--- src/sv/bfc_pkg.sv ---
// types and constants for the box frustum cull block
package bfc_pkg;

    localparam int NUM_PLANES = 6;
    localparam int NUM_AXES   = 3;
    localparam int NORM_W     = 14;
    localparam int OFF_W      = 22;
    localparam int EPS_W      = 16;
    localparam int PLANE_W    = 64;
    localparam int FRAC_SHIFT = 12;
    localparam int CFG_IDX_W  = 3;
    localparam int VIS_W      = 2;

    localparam logic [CFG_IDX_W-1:0] IDX_EPSILON = 3'd6;
    localparam logic [EPS_W-1:0]     EPS_RESET   = 16'd5;

    localparam logic [VIS_W-1:0] VIS_OUTSIDE = 2'd0;
    localparam logic [VIS_W-1:0] VIS_INSIDE  = 2'd1;
    localparam logic [VIS_W-1:0] VIS_PARTIAL = 2'd2;

    typedef struct packed {
        logic [OFF_W-1:0]  offset;
        logic [NORM_W-1:0] nz;
        logic [NORM_W-1:0] ny;
        logic [NORM_W-1:0] nx;
    } t_plane;

    typedef struct packed {
        logic [EPS_W-1:0]              eps;
        t_plane [NUM_PLANES-1:0]       planes;
    } t_cfg;

    typedef struct packed {
        logic far_behind;
        logic near_behind;
    } t_plane_res;

endpackage

--- src/sv/bfc_plane_mul.sv ---
// per-plane product stage: center times normal, half times normal magnitude
module bfc_plane_mul
    import bfc_pkg::*;
#(
    parameter int COORD_BITS = 24
) (
    input  logic                                i_clk,
    input  logic                                i_en,
    input  logic signed [COORD_BITS-1:0]        i_c  [NUM_AXES],
    input  logic        [COORD_BITS-2:0]        i_h  [NUM_AXES],
    input  t_plane                              i_plane,
    output logic signed [COORD_BITS+NORM_W-1:0] o_cn [NUM_AXES],
    output logic        [COORD_BITS+NORM_W-2:0] o_hn [NUM_AXES]
);

    logic signed [NORM_W-1:0]            w_n   [NUM_AXES];
    logic        [NORM_W-1:0]            w_abs [NUM_AXES];
    logic signed [COORD_BITS+NORM_W-1:0] n_cn  [NUM_AXES];
    logic        [COORD_BITS+NORM_W-2:0] n_hn  [NUM_AXES];
    logic signed [COORD_BITS+NORM_W-1:0] r_cn  [NUM_AXES];
    logic        [COORD_BITS+NORM_W-2:0] r_hn  [NUM_AXES];

    assign w_n[0] = $signed(i_plane.nx);
    assign w_n[1] = $signed(i_plane.ny);
    assign w_n[2] = $signed(i_plane.nz);

    always_comb begin
        for (int a = 0; a < NUM_AXES; a++) begin
            w_abs[a] = w_n[a][NORM_W-1] ? (~w_n[a] + NORM_W'(1)) : w_n[a];
            n_cn[a]  = i_c[a] * w_n[a];
            n_hn[a]  = i_h[a] * w_abs[a];
        end
    end

    always_ff @(posedge i_clk) begin
        if (i_en) begin
            r_cn <= n_cn;
            r_hn <= n_hn;
        end
    end

    assign o_cn = r_cn;
    assign o_hn = r_hn;

endmodule

--- config.mk ---
export PLATFORM = sky130hd
export DESIGN_NAME = bfc_plane_mul
export DESIGN_NICKNAME = d
export VERILOG_FILES = /design/src/sv/bfc_pkg.sv /design/src/sv/bfc_plane_mul.sv
export SDC_FILE = /design/constraint.sdc
export NUM_CORES = 2
export LEC_CHECK = 0
export BUFFER_PORTS_ARGS = -buffer_cell sky130_fd_sc_hd__clkbuf_2
export CORE_AREA = 2 2 354 356
export DETAILED_ROUTE_END_ITERATION = 10
export DIE_AREA = 0 0 356 358
export PLACE_DENSITY = 0.8
export SKIP_CTS_REPAIR_TIMING = 1
export SYNTH_ARGS = -nofsm -noshare
export SYNTH_HDL_FRONTEND = slang
export SYNTH_SLANG_ARGS = --single-unit
export TNS_END_PERCENT = 5
--- constraint.sdc ---
create_clock -name i_clk -period 8 [get_ports i_clk]
set_input_delay 0.8 -clock i_clk [delete_from_list [all_inputs] [get_ports i_clk]]
set_output_delay 0.8 -clock i_clk [all_outputs]
set_load 0.005 [all_outputs]
==> key figures <==
Setup path
  – Top delay family on crit path: adder cells
  – Startpoint Class: input port
  – CP required: 8.35 ns
  – Worst path buffer plus inverter count: 9
  – Crit Path Class: in2reg
  – CP arrival: 8.14 ns
  – Critical path's largest stage delay: 0.54 ns
  – Maximum fanout along the worst path: 7
  – Critical path's most frequent cell: fa_1
  – Kind of end point of the critical path: flop
  – CP max-delay cell: fa_1

Yosys
  – Mapped Area: 72,600 um2
  – Post-synth ARST share: 0%
  – Post-synth top area share: 46.7%
  – Area leader, netlist: fa_1
  – Synth cell types: 73
  – Ranking of synthesized cells by area: fa_1 (47%), ha_1 (9.8%), edfxtp_1 (9.3%), inv_1 (8.4%), nand2_1 (6.3%)
  – Avg Inst Size Synth: 9.48 um2
  – Yosys warns: 0
  – Synth top cells by count: fa_1 (1,692), inv_1 (1,631), nand2_1 (1,212)
  – #FFs+latches synth: 225
  – Syn nets: 10.1k
  – Main synth FF type: edfxtp_1
  – Post-synth EDFFs: 225
  – Most numerous cell in the Yosys netlist: fa_1
  – Cells after Synth: 7,652
  – Sequential fraction of the synthesis area: 9.31%

Timing
  – Fmax: 128 MHz
  – Final min period: 7.79 ns
  – Final Hold Viols: 0
  – Period Utilization, post-route: 97.4%
  – RSZ-0062 raised after global routing: yes
  – Slew Viols, Final: 0
  – Worst Max-Slew Pin Slew: 0.987 ns
  – Relative slew slack: 33.9%
  – Final setup violating endpoints: 0

Floorplanning
  – Site row count: 129
  – Die ar.: 127,000 um2
  – Die Width: 356 um
  – Die Y: 358 um
  – Initial core utilization: 58.8%
  – Top Ports: 432
  – Core area: 123,000 um2

CTS
  – Clock sink count: 225
  – Reg clk slew, reported paths: 0.06 ns
  – Longest Clk Path Bufs: 3
  – Root Buffer: clkbuf_16
  – Cts bufs inserted: 35
  – CTS tree: built
  – H-tree depth: 2

Routing
  – Drt drc: 0
  – Detailed Route WL: 186 mm
  – 1st-pass router iterations: 6
  – Final ANT Viol Nets: 0
  – DR WL/cell: 19.2 um
  – Uppermost layer routed: met5
  – DR iter-0 viols: 3,960
  – Drt via density: 5.56
  – Wire length on met1: 72.4 mm
  – Vias: 53.8k
  – Met3 wire length: 17.8 mm
  – DR WL met2: 88.1 mm

Placed design
  – Port bufs: 409
  – DP HPWL: 151 mm
  – RD Place Congestion: 0.925

Global route
  – Gr ovfl total: 0
  – GRT Total Usage: 30.3%
  – Initial antenna violation count: 29
  – First-pass GRT wire length: 305 mm
  – Largest net degree at the start of global routing: 123
  – Number of global-route vias before repair: 59.6k

Layout
  – FF/Latch Area: 6760 um2
  – Post-layout util: 64.0%
  – Proportion of layout cells with a drive suffix above 1: 9.95%
  – Multi-input gate area: 58,500 um2
  – Number of nets in the layout: 10.5k
  – Fillers: 9,624
  – Synth-to-Final Area Change: 8.81%

Run status
  – Outcome: finished, final reports clean

Flow run
  – # Max-Cap Violations: 0

Worst hold path
  – Worst min-delay path category: in2reg
[area by class of cell]
type | instances | share of cell area (%)
multi-input combinational | 5431 | 74.2
antenna | 21 | 0.0666
timing repair buffer | 684 | 5.45
clock buffer | 38 | 1.12
inverter | 1631 | 7.75
tap | 1637 | 2.59
clock inverter | 24 | 0.292
sequential | 225 | 8.56
[per-layer routing]
layer / up-vias / GRT usage [%]
met5: - / 0
met3: 484 / 7.35
li1: 23538 / -
met4: 14 / 12.0
met2: 2474 / 49.1
met1: 27330 / 39.5
[kinds of logic (layout without fill, tap and decap cells)]
kind of cell	Yosys count	count (layout)	synth area share, %
adders and majority gates	2259	2259	56.5
xor gates and xnor gates	251	251	3.03
buffers and inverters	1996	2377	10.3
DFF	225	225	9.31
muxes	6	6	0.0828
AOI/OAI and AO/OA	532	532	4.85
and+or+nand+nor	2383	2383	15.9
other	0	21	0
[flip-flops by register name, indices dropped and copies added, names as in the netlist]
signal,flops
o_hn,111
o_cn,114
[layout by cell type, fill, tap and decap left out, types with 8 or more instances in the layout]
cell       instances
a211oi_1          11
a21o_1            83
a21oi_1          162
a31oi_1           12
and2_1           714
and3_1            18
buf_12            13
buf_4            260
clkbuf_16         36
clkbuf_2         407
diode_2           21
edfxtp_1         225
fa_1            1692
ha_1             566
inv_1           1631
inv_6              8
nand2_1         1212
nand2b_1          94
nand3_1           31
nand4_1           20
nor2_1           113
nor2b_1           89
nor3_1            34
o211ai_1           9
o21a_1            20
o21ai_0           90
o21bai_1          38
o31ai_1           12
or3_1             13
xnor2_1          171
xnor2_2           17
xor2_1            62
[path summary, 6_finish.rpt]
kind	from	to	slack (ns)	depth (start not counted)
setup / recovery	i_plane[19]	o_hn[72]	0.21	31
hold / removal	i_en	o_cn[19]	0.62	1
[stage by stage]
step	TNS [ns]	setup WS, ns	cell area, um2	cells	hold slack [ns]
after floorplan	-0.00617	-0.00617	72600	7652	0.912
after global placement	-3.21	-0.393	77700	9606	1.20
after detailed placement	-5.74	-0.469	77700	9606	1.20
after CTS	0	0.149	78800	9668	0.598
after global routing	-0.0675	-0.0360	78900	9687	0.627
final	0	0.206	78900	9691	0.621
Power is not shown: default switching activity piles up to over one toggle a cycle in this logic, so the estimate is an artifact.
