File: config.mk
export PLATFORM = sky130hd
export DESIGN_NAME = bfc_cfg_regs
export DESIGN_NICKNAME = d
export VERILOG_FILES = /design/src/sv/bfc_pkg.sv /design/src/sv/bfc_cfg_regs.sv
export SDC_FILE = /design/constraint.sdc
export NUM_CORES = 1
export LEC_CHECK = 0
export ABC_CLOCK_PERIOD_IN_PS = 1200
export BUFFER_PORTS_ARGS = -buffer_cell sky130_fd_sc_hd__buf_2
export CORE_AREA = 2 2 183 185
export CTS_BUF_LIST = sky130_fd_sc_hd__clkbuf_2 sky130_fd_sc_hd__clkbuf_4 sky130_fd_sc_hd__clkbuf_8
export CTS_CLUSTER_DIAMETER = 30
export CTS_CLUSTER_SIZE = 24
export DETAILED_ROUTE_END_ITERATION = 8
export DIE_AREA = 0 0 185 187
export GPL_ROUTABILITY_DRIVEN = 0
export PLACE_DENSITY = 0.83
export SLEW_MARGIN = 0
export SYNTH_ARGS = -nofsm -noshare
export SYNTH_HDL_FRONTEND = slang
export SYNTH_SLANG_ARGS = --single-unit
File: constraint.sdc
create_clock -name i_clk -period 1.2 [get_ports i_clk]
set_clock_uncertainty 0.2 [all_clocks]
set_input_delay 0.06 -clock i_clk [delete_from_list [all_inputs] [get_ports i_clk]]
set_output_delay 0.06 -clock i_clk [all_outputs]
set_load 0.005 [all_outputs]
File: src/sv/bfc_pkg.sv
// types and constants for the box frustum cull block
package bfc_pkg;

    localparam int NUM_PLANES = 6;
    localparam int NUM_AXES   = 3;
    localparam int NORM_W     = 14;
    localparam int OFF_W      = 22;
    localparam int EPS_W      = 16;
    localparam int PLANE_W    = 64;
    localparam int FRAC_SHIFT = 12;
    localparam int CFG_IDX_W  = 3;
    localparam int VIS_W      = 2;

    localparam logic [CFG_IDX_W-1:0] IDX_EPSILON = 3'd6;
    localparam logic [EPS_W-1:0]     EPS_RESET   = 16'd5;

    localparam logic [VIS_W-1:0] VIS_OUTSIDE = 2'd0;
    localparam logic [VIS_W-1:0] VIS_INSIDE  = 2'd1;
    localparam logic [VIS_W-1:0] VIS_PARTIAL = 2'd2;

    typedef struct packed {
        logic [OFF_W-1:0]  offset;
        logic [NORM_W-1:0] nz;
        logic [NORM_W-1:0] ny;
        logic [NORM_W-1:0] nx;
    } t_plane;

    typedef struct packed {
        logic [EPS_W-1:0]              eps;
        t_plane [NUM_PLANES-1:0]       planes;
    } t_cfg;

    typedef struct packed {
        logic far_behind;
        logic near_behind;
    } t_plane_res;

endpackage

File: src/sv/bfc_cfg_regs.sv
// plane and epsilon configuration registers
module bfc_cfg_regs
    import bfc_pkg::*;
(
    input  logic                 i_clk,
    input  logic                 i_rst_n,
    input  logic                 i_cfg_we,
    input  logic [CFG_IDX_W-1:0] i_cfg_idx,
    input  logic [PLANE_W-1:0]   i_cfg_wdata,
    output t_cfg                 o_cfg
);

    t_cfg r_cfg;

    always_ff @(posedge i_clk) begin
        if (!i_rst_n) begin
            r_cfg.planes <= '0;
            r_cfg.eps    <= EPS_RESET;
        end else if (i_cfg_we) begin
            if (i_cfg_idx < CFG_IDX_W'(NUM_PLANES)) begin
                r_cfg.planes[i_cfg_idx] <= i_cfg_wdata;
            end else if (i_cfg_idx == IDX_EPSILON) begin
                r_cfg.eps <= i_cfg_wdata[EPS_W-1:0];
            end
        end
    end

    assign o_cfg = r_cfg;

endmodule

==> results of run 1 <==
cells in the final DEF (no fill, tap or decap):
master	n
nand2_1	462
mux2i_1	399
dfxtp_2	398
buf_6	279
buf_4	197
buf_2	189
clkbuf_8	83
dlygate4sd3_1	76
buf_12	29
clkinv_2	10
clkinv_4	9
clkinvlp_4	8
bufinv_16	7
inv_6	6
clkbuf_4	5
nor2b_1	4
nand4bb_4	3
nand4b_1	2
inv_8	2
dfxtp_4	2
nor4b_4	1
nand4b_2	1
mux2i_2	1
and4b_2	1
dlymetal6s4s_1	1
buf_8	1
cell type report:
class	instances	share of cell area
flip-flops and latches	400	0.361
repair buffers	773	0.294
multi-input cells	874	0.251
clock buffers	87	0.0497
well taps	448	0.0238
clock inverters	42	0.0201
tightest hold or removal path: cells and delay by family:
| kind | cells | cell delay (ns) |
|---|---|---|
| buffers and inverters | 2 | 0.35 |
| and+or+nand+nor | 1 | 0.07 |
| muxes | 1 | 0.13 |
cell families (layout without fill, tap and decap cells):
| kind of cell | count (synthesis) | in the layout | share of synthesized area |
|---|---|---|---|
| buf+inv | 96 | 902 | 0.0504 |
| flops | 400 | 400 | 0.548 |
| simple gates | 474 | 474 | 0.127 |
| mux | 400 | 400 | 0.274 |
worst max path at each step:
stage	start	endpoint	slack, ns	depth (start not counted)
floorplan	i_cfg_idx[2]	o_cfg[10]$_SDFFE_PN0P_	0.08	4
global placement	i_cfg_idx[2]	o_cfg[37]$_SDFFE_PN0P_	-0.20	5
detailed placement	i_cfg_idx[2]	o_cfg[6]$_SDFFE_PN0P_	-0.27	5
CTS	o_cfg[376]$_SDFFE_PN0P_	o_cfg[376]	-0.16	1
global route	o_cfg[36]$_SDFFE_PN0P_	o_cfg[36]	-0.20	1
finish	o_cfg[36]$_SDFFE_PN0P_	o_cfg[36]	-0.16	1
stage by stage:
step                      worst slack, ns  area [um^2]  total power [mW]
after CTS                          -0.164        22500              30.7
final                              -0.155        23600              31.2
after detailed placement           -0.268        18000              16.0
after global routing               -0.203        23600              32.0
after floorplan                    0.0762        14600              15.0
after global placement             -0.198        18000              15.9
power groups by stage:
stage | logic [mW] | clock network (mW) | registers [mW]
2_1_floorplan | 0.932 | 0 | 14.0
4_1_cts | 2.39 | 14.5 | 13.8
3_3_place_gp | 1.91 | 0 | 14.0
5_1_grt | 2.80 | 15.3 | 13.9
3_5_place_dp | 1.95 | 0 | 14.0
6_report | 2.69 | 14.6 | 13.8
layer usage:
layer | GRT usage | part of all wire | wire length [um] | up-vias
met5 | 0 | 0 | 0 | -
met4 | 0.213 | 0.083 | 4910 | 0
met3 | 0.0845 | 0.086 | 5070 | 319
met2 | 0.505 | 0.49 | 28800 | 889
met1 | 0.314 | 0.34 | 20400 | 6729
li1 | - | - | - | 6046
what timing repair did:
item | in CTS | in global routing
pin swaps | 0 | 0
cloned | 0 | 0
endpoints found under the setup margin | 400 | 437
hold endpoints to repair | 400 | 13
setup buffers | 42 | 71
hold buffers | 84 | 2
gates resized for setup | 578 | 107
==> metrics.md, run 1 <==
| Metric | Value |
|---|---|
| DIE AREA | 34600 um^2 |
| Worst Tran Pin Value | 0.476 ns |
| Post-synthesis cell type count | 14 |
| Synth Cell Area | 14600 um^2 |
| DRC Markers | 0 |
| Hold Fails Final Rpt | 4 |
| N_diodes | 0 |
| Outcome | complete, but fails checks |
| CP startpoint kind | flip-flop |
| Hold depth | 4 |
| Cells after Synth | 1370 |
| Largest net degree at the start of global routing | 50 |
| Die width | 185 um |
| Max-cap viol count | 0 |
| Primary FF master, synth | dfxtp_1 |
| Clk pwr share | 0.469 |
| Final period utilization | 1.13 |
| Global-route usage over all layers | 0.297 |
| #FFs+latches synth | 400 |
| Fill count | 1905 |
| TritonCTS clock tree | built |
| Cell chain of the critical path | buf_2 |
| Origin of the critical flop-to-flop path | o_cfg[167]$_SDFFE_PN0P_ |
| Leak Pwr | 12.3 nW |
| CTS buffer count | 71 |
| Sequential Power Share | 0.444 |
| Setup crit end kind | primary output |
| Final Non-Filler Cells | 2624 |
| Final core occ | 0.718 |
| WP buf/inv | 1 |
| GRT overflow | 0 |
| Combinational Power Share | 0.086 |
| Port Buffers | 469 |
| Core area | 32900 um^2 |
| FF-to-FF path depth | 4 |
| Number of setup violations in the final report | 409 |
| PwrDens | 1320 nW/um^2 |
| Max Buffers Root-to-Sink | 3 |
| Std cell rows | 67 |
| P_int | 23.2 mW |
| Initial Utilization | 0.445 |
| Top-count cell post-synth | nand2_1 |
| FF+latch area | 8510 um^2 |
| CP required | 0.94 ns |
| Hold-critical path endpoint | o_cfg[24]$_SDFFE_PN0P_ |
| YS warnings | 0 |
| Post-Route WL | 59100 um |
| Kind of cell adding the most delay to the critical path | flip-flops |
| Largest area contributor in the netlist | dfxtp_1 |
| DR vias | 14000 |
| Clk_lat worst skew | 0.59 ns |
| Register area share after synthesis | 0.548 |
| Switching share of power | 0.256 |
| Commonest cells post-synth | nand2_1, dfxtp_1, mux2i_1, clkbuf_1, buf_6 |
| Psw | 7.99 mW |
| First-pass GRT wire length | 79900 um |
| Clock slew at reported path FFs | 0.07 ns |
| Failing checks | hold timing, setup timing |
| Area grow syn2layout | 61.4% |
| Crit-path slowest cell | dfxtp_2 |
| Async S/R FF share, synth | 0 |
| Max-slew violations | 0 |
| Share of the synthesized area in the top cell type | 0.548 |
| Max incr delay on CP | 0.39 ns |
| HP Class | input pin to flip-flop |
| Synth area leaders | dfxtp_1, mux2i_1, nand2_1 |
| CP arrival | 1.10 ns |
| Syn_area_per_cell | 10.7 um^2 |
| Dpl cells | 2303 |
| Layout cells sized above 1 | 0.566 |
| Vias per std cell | 5.33 |
| R2R Path End | o_cfg[167]$_SDFFE_PN0P_ |
| CP max FO | 2 |
| Max reg flops | 400 |
| Router iterations before antenna repair | 5 |
| Setup TNS Final | -37.68 ns |
| Initial antenna violation count | 0 |
| Multi-input gate area | 5920 um^2 |
| Post-DP HPWL | 30900 um |
| Top-level I/O count | 470 |
| Hold path start | i_cfg_idx[2] |
| Peak Freq | 0.738 GHz |
| Layout Nets | 2190 |
| RSZ-0062 raised after global routing | true |
| Crit path kind | flip-flop to primary output |
| Chip Height | 187 um |
| H-tree depth | 3 |
| Crit path time final | 1.36 ns |
| Root Driver | clkbuf_8 |
| Initial DRC count | 772 |
| DRT antenna net count | 0 |
| Clk sinks | 400 |
| Peak supply drop | 0.000925 V |
| Post-synth EDFFs | 0 |
| Slew headroom | 0.682 |
| Final worst slack | -0.155 ns |
| Post-DR wirelength/cell | 22.5 um |
| Hold_ws | -0.133 ns |
| Vias in the first global route | 14500 |
| FF-to-FF setup slack | 0.09 ns |
| Post-Syn Nets | 1440 |
(Power assumes the default switching activity.)
==> run 2: changes to the inputs <==
GPL_TIMING_DRIVEN = 0   (was unset)
==> metrics.md, run 2 (synthesis results as in run 1) <==
| Metric | Value |
|---|---|
| Failing checks | hold timing, setup timing |
| Vias in the first global route | 14500 (+0.40%) |
| DIE AREA | 34600 um^2 (unchanged) |
| HP Class | input pin to flip-flop |
| PwrDens | 1410 nW/um^2 (+6.5%) |
| Final Non-Filler Cells | 2617 (-0.27%) |
| Max reg flops | 400 (unchanged) |
| CP max FO | 2 (unchanged) |
| Cell chain of the critical path | buf_4 -> nand2_1 -> mux2i_1 |
| CTS buffer count | 71 (unchanged) |
| Area grow syn2layout | 59.5% |
| Initial DRC count | 862 (+12%) |
| Global-route usage over all layers | 0.319 (+0.0223) |
| Root Driver | clkbuf_8 |
| Final period utilization | 1.21 (+0.0839) |
| Clk_lat worst skew | 0.59 ns (about the same) |
| CP startpoint kind | flip-flop |
| Setup crit end kind | flip-flop |
| Hold Fails Final Rpt | 22 (+18) |
| Initial Utilization | 0.445 (unchanged) |
| Slew headroom | 0.560 (-0.122) |
| CP required | 1.43 ns (+0.49 ns) |
| DRC Markers | 0 (unchanged) |
| Clock slew at reported path FFs | 0.07 ns (about the same) |
| Core area | 32900 um^2 (unchanged) |
| Peak Freq | 0.687 GHz (-6.9%) |
| Die width | 185 um (unchanged) |
| H-tree depth | 3 (unchanged) |
| First-pass GRT wire length | 83800 um (+4.9%) |
| Max incr delay on CP | 0.46 ns (+0.07 ns) |
| DR vias | 14200 (+1.7%) |
| Max-cap viol count | 0 (unchanged) |
| DRT antenna net count | 0 (unchanged) |
| RSZ-0062 raised after global routing | true |
| Post-DP HPWL | 34700 um (+12%) |
| TritonCTS clock tree | built |
| Port Buffers | 468 (-0.21%) |
| Worst Tran Pin Value | 0.661 ns (+0.184 ns) |
| Router iterations before antenna repair | 5 (unchanged) |
| Initial antenna violation count | 4 (+4) |
| Clk sinks | 400 (unchanged) |
| Number of setup violations in the final report | 424 (+3.7%) |
| Final worst slack | -0.256 ns (-0.101 ns) |
| Most frequent cells in the layout | nand2_1, mux2i_1, dfxtp_2 |
| Dpl cells | 2286 (-0.74%) |
| Crit path time final | 1.46 ns (+0.101 ns) |
| Outcome | complete, but fails checks |
| Vias per std cell | 5.43 (+1.9%) |
| Peak supply drop | 0.00121 V (+31%) |
| Most common cell after layout, fill and taps aside | nand2_1 |
| Leak Pwr | 12.2 nW (-1.3%) |
| Std cell rows | 67 (unchanged) |
| Crit-path slowest cell | mux2i_1 |
| Top-level I/O count | 470 (unchanged) |
| Crit path kind | flip-flop to flip-flop |
| Max-slew violations | 0 (unchanged) |
| Post-Route WL | 63900 um (+8.1%) |
| Hold_ws | -0.163 ns (-0.0295 ns) |
| Largest net degree at the start of global routing | 15 (-70%) |
| Layout cells sized above 1 | 0.554 (-0.0126) |
| CP arrival | 1.69 ns (+0.59 ns) |
| Layout Nets | 2179 (-0.50%) |
| Max Buffers Root-to-Sink | 3 (unchanged) |
| Final core occ | 0.709 (-0.00830) |
| Post-DR wirelength/cell | 24.4 um (+8.4%) |
| GRT overflow | 0 (unchanged) |
| Chip Height | 187 um (unchanged) |
[run 2: changes by cell type in the layout (fill, tap and decap cells not counted), moves of 8 or more]
cell | before | now
clkbuf_1 | 0 | 29
clkbuf_2 | 0 | 11
bufinv_16 | 7 | 15
buf_6 | 279 | 312
buf_12 | 29 | 7
buf_4 | 197 | 136
[run 2: cell type report]
| class | instances | area [um^2] |
|---|---|---|
| antenna | 3 | 7.51 |
| buffer | 95 | 758 |
| clock buffer | 82 | 1100 |
| clock inverter | 48 | 722 |
| fill | 1975 | 9550 |
| multi-input combinational | 874 | 5870 |
| sequential | 400 | 8520 |
| tap | 448 | 561 |
| timing repair buffer | 667 | 5770 |
[run 2: worst max-delay path: cells and delay by family, from the launching register on]
kind,cells,cell delay [ns]
simple gates,1,0.05
buf+inv,1,0.14
mux,1,0.46
flops,1,0.43
[run 2: where the power goes]
| group | leakage, nW | switching [mW] | total (mW) | internal [mW] |
|---|---|---|---|---|
| clock network | 0.919 | 6.74 | 16.4 | 9.68 |
| logic | 7.81 | 1.40 | 2.57 | 1.17 |
| registers | 3.43 | 0.231 | 13.8 | 13.6 |
[run 2: final timing paths]
path                           startpoint                       to  slack [ns]  cells past startpoint
setup / recovery  o_cfg[236]$_SDFFE_PN0P_  o_cfg[236]$_SDFFE_PN0P_       -0.26                      3
hold / removal               i_cfg_idx[0]   o_cfg[13]$_SDFFE_PN0P_       -0.16                      4
setup reg to reg  o_cfg[236]$_SDFFE_PN0P_  o_cfg[236]$_SDFFE_PN0P_       -0.26                      3
hold reg to reg    o_cfg[47]$_SDFFE_PN0P_   o_cfg[47]$_SDFFE_PN0P_        0.26                      2
[run 2: per-layer routing]
layer | wire length (um) | global-route usage
met3 | 5350 | 0.0880
met5 | 0 | 0
met1 | 21500 | 0.329
met4 | 5970 | 0.237
met2 | 31100 | 0.550
[run 2: metrics by stage]
step / instance area [um^2] / total power [mW] / TNS (ns) / setup slack (ns)
finish: 23300 / 32.8 / -40.32 / -0.256
global route: 23300 / 33.5 / -53.13 / -0.250
CTS: 22100 / 32.2 / -50.17 / -0.167
detailed placement: 17500 / 15.9 / -185.54 / -0.644
global placement: 17500 / 15.8 / -170.52 / -0.607
floorplan: 14600 / 15.0 / 0 / 0.0762
[run 2: timing repair]
| action | 4_1_cts | 5_1_grt |
|---|---|---|
| gates resized for setup | 601 | 110 |
| hold buffers | 65 | 5 |
| hold endpoints to repair | 400 | 57 |
| endpoints found under the setup margin | 419 | 490 |
| setup buffers | 50 | 80 |
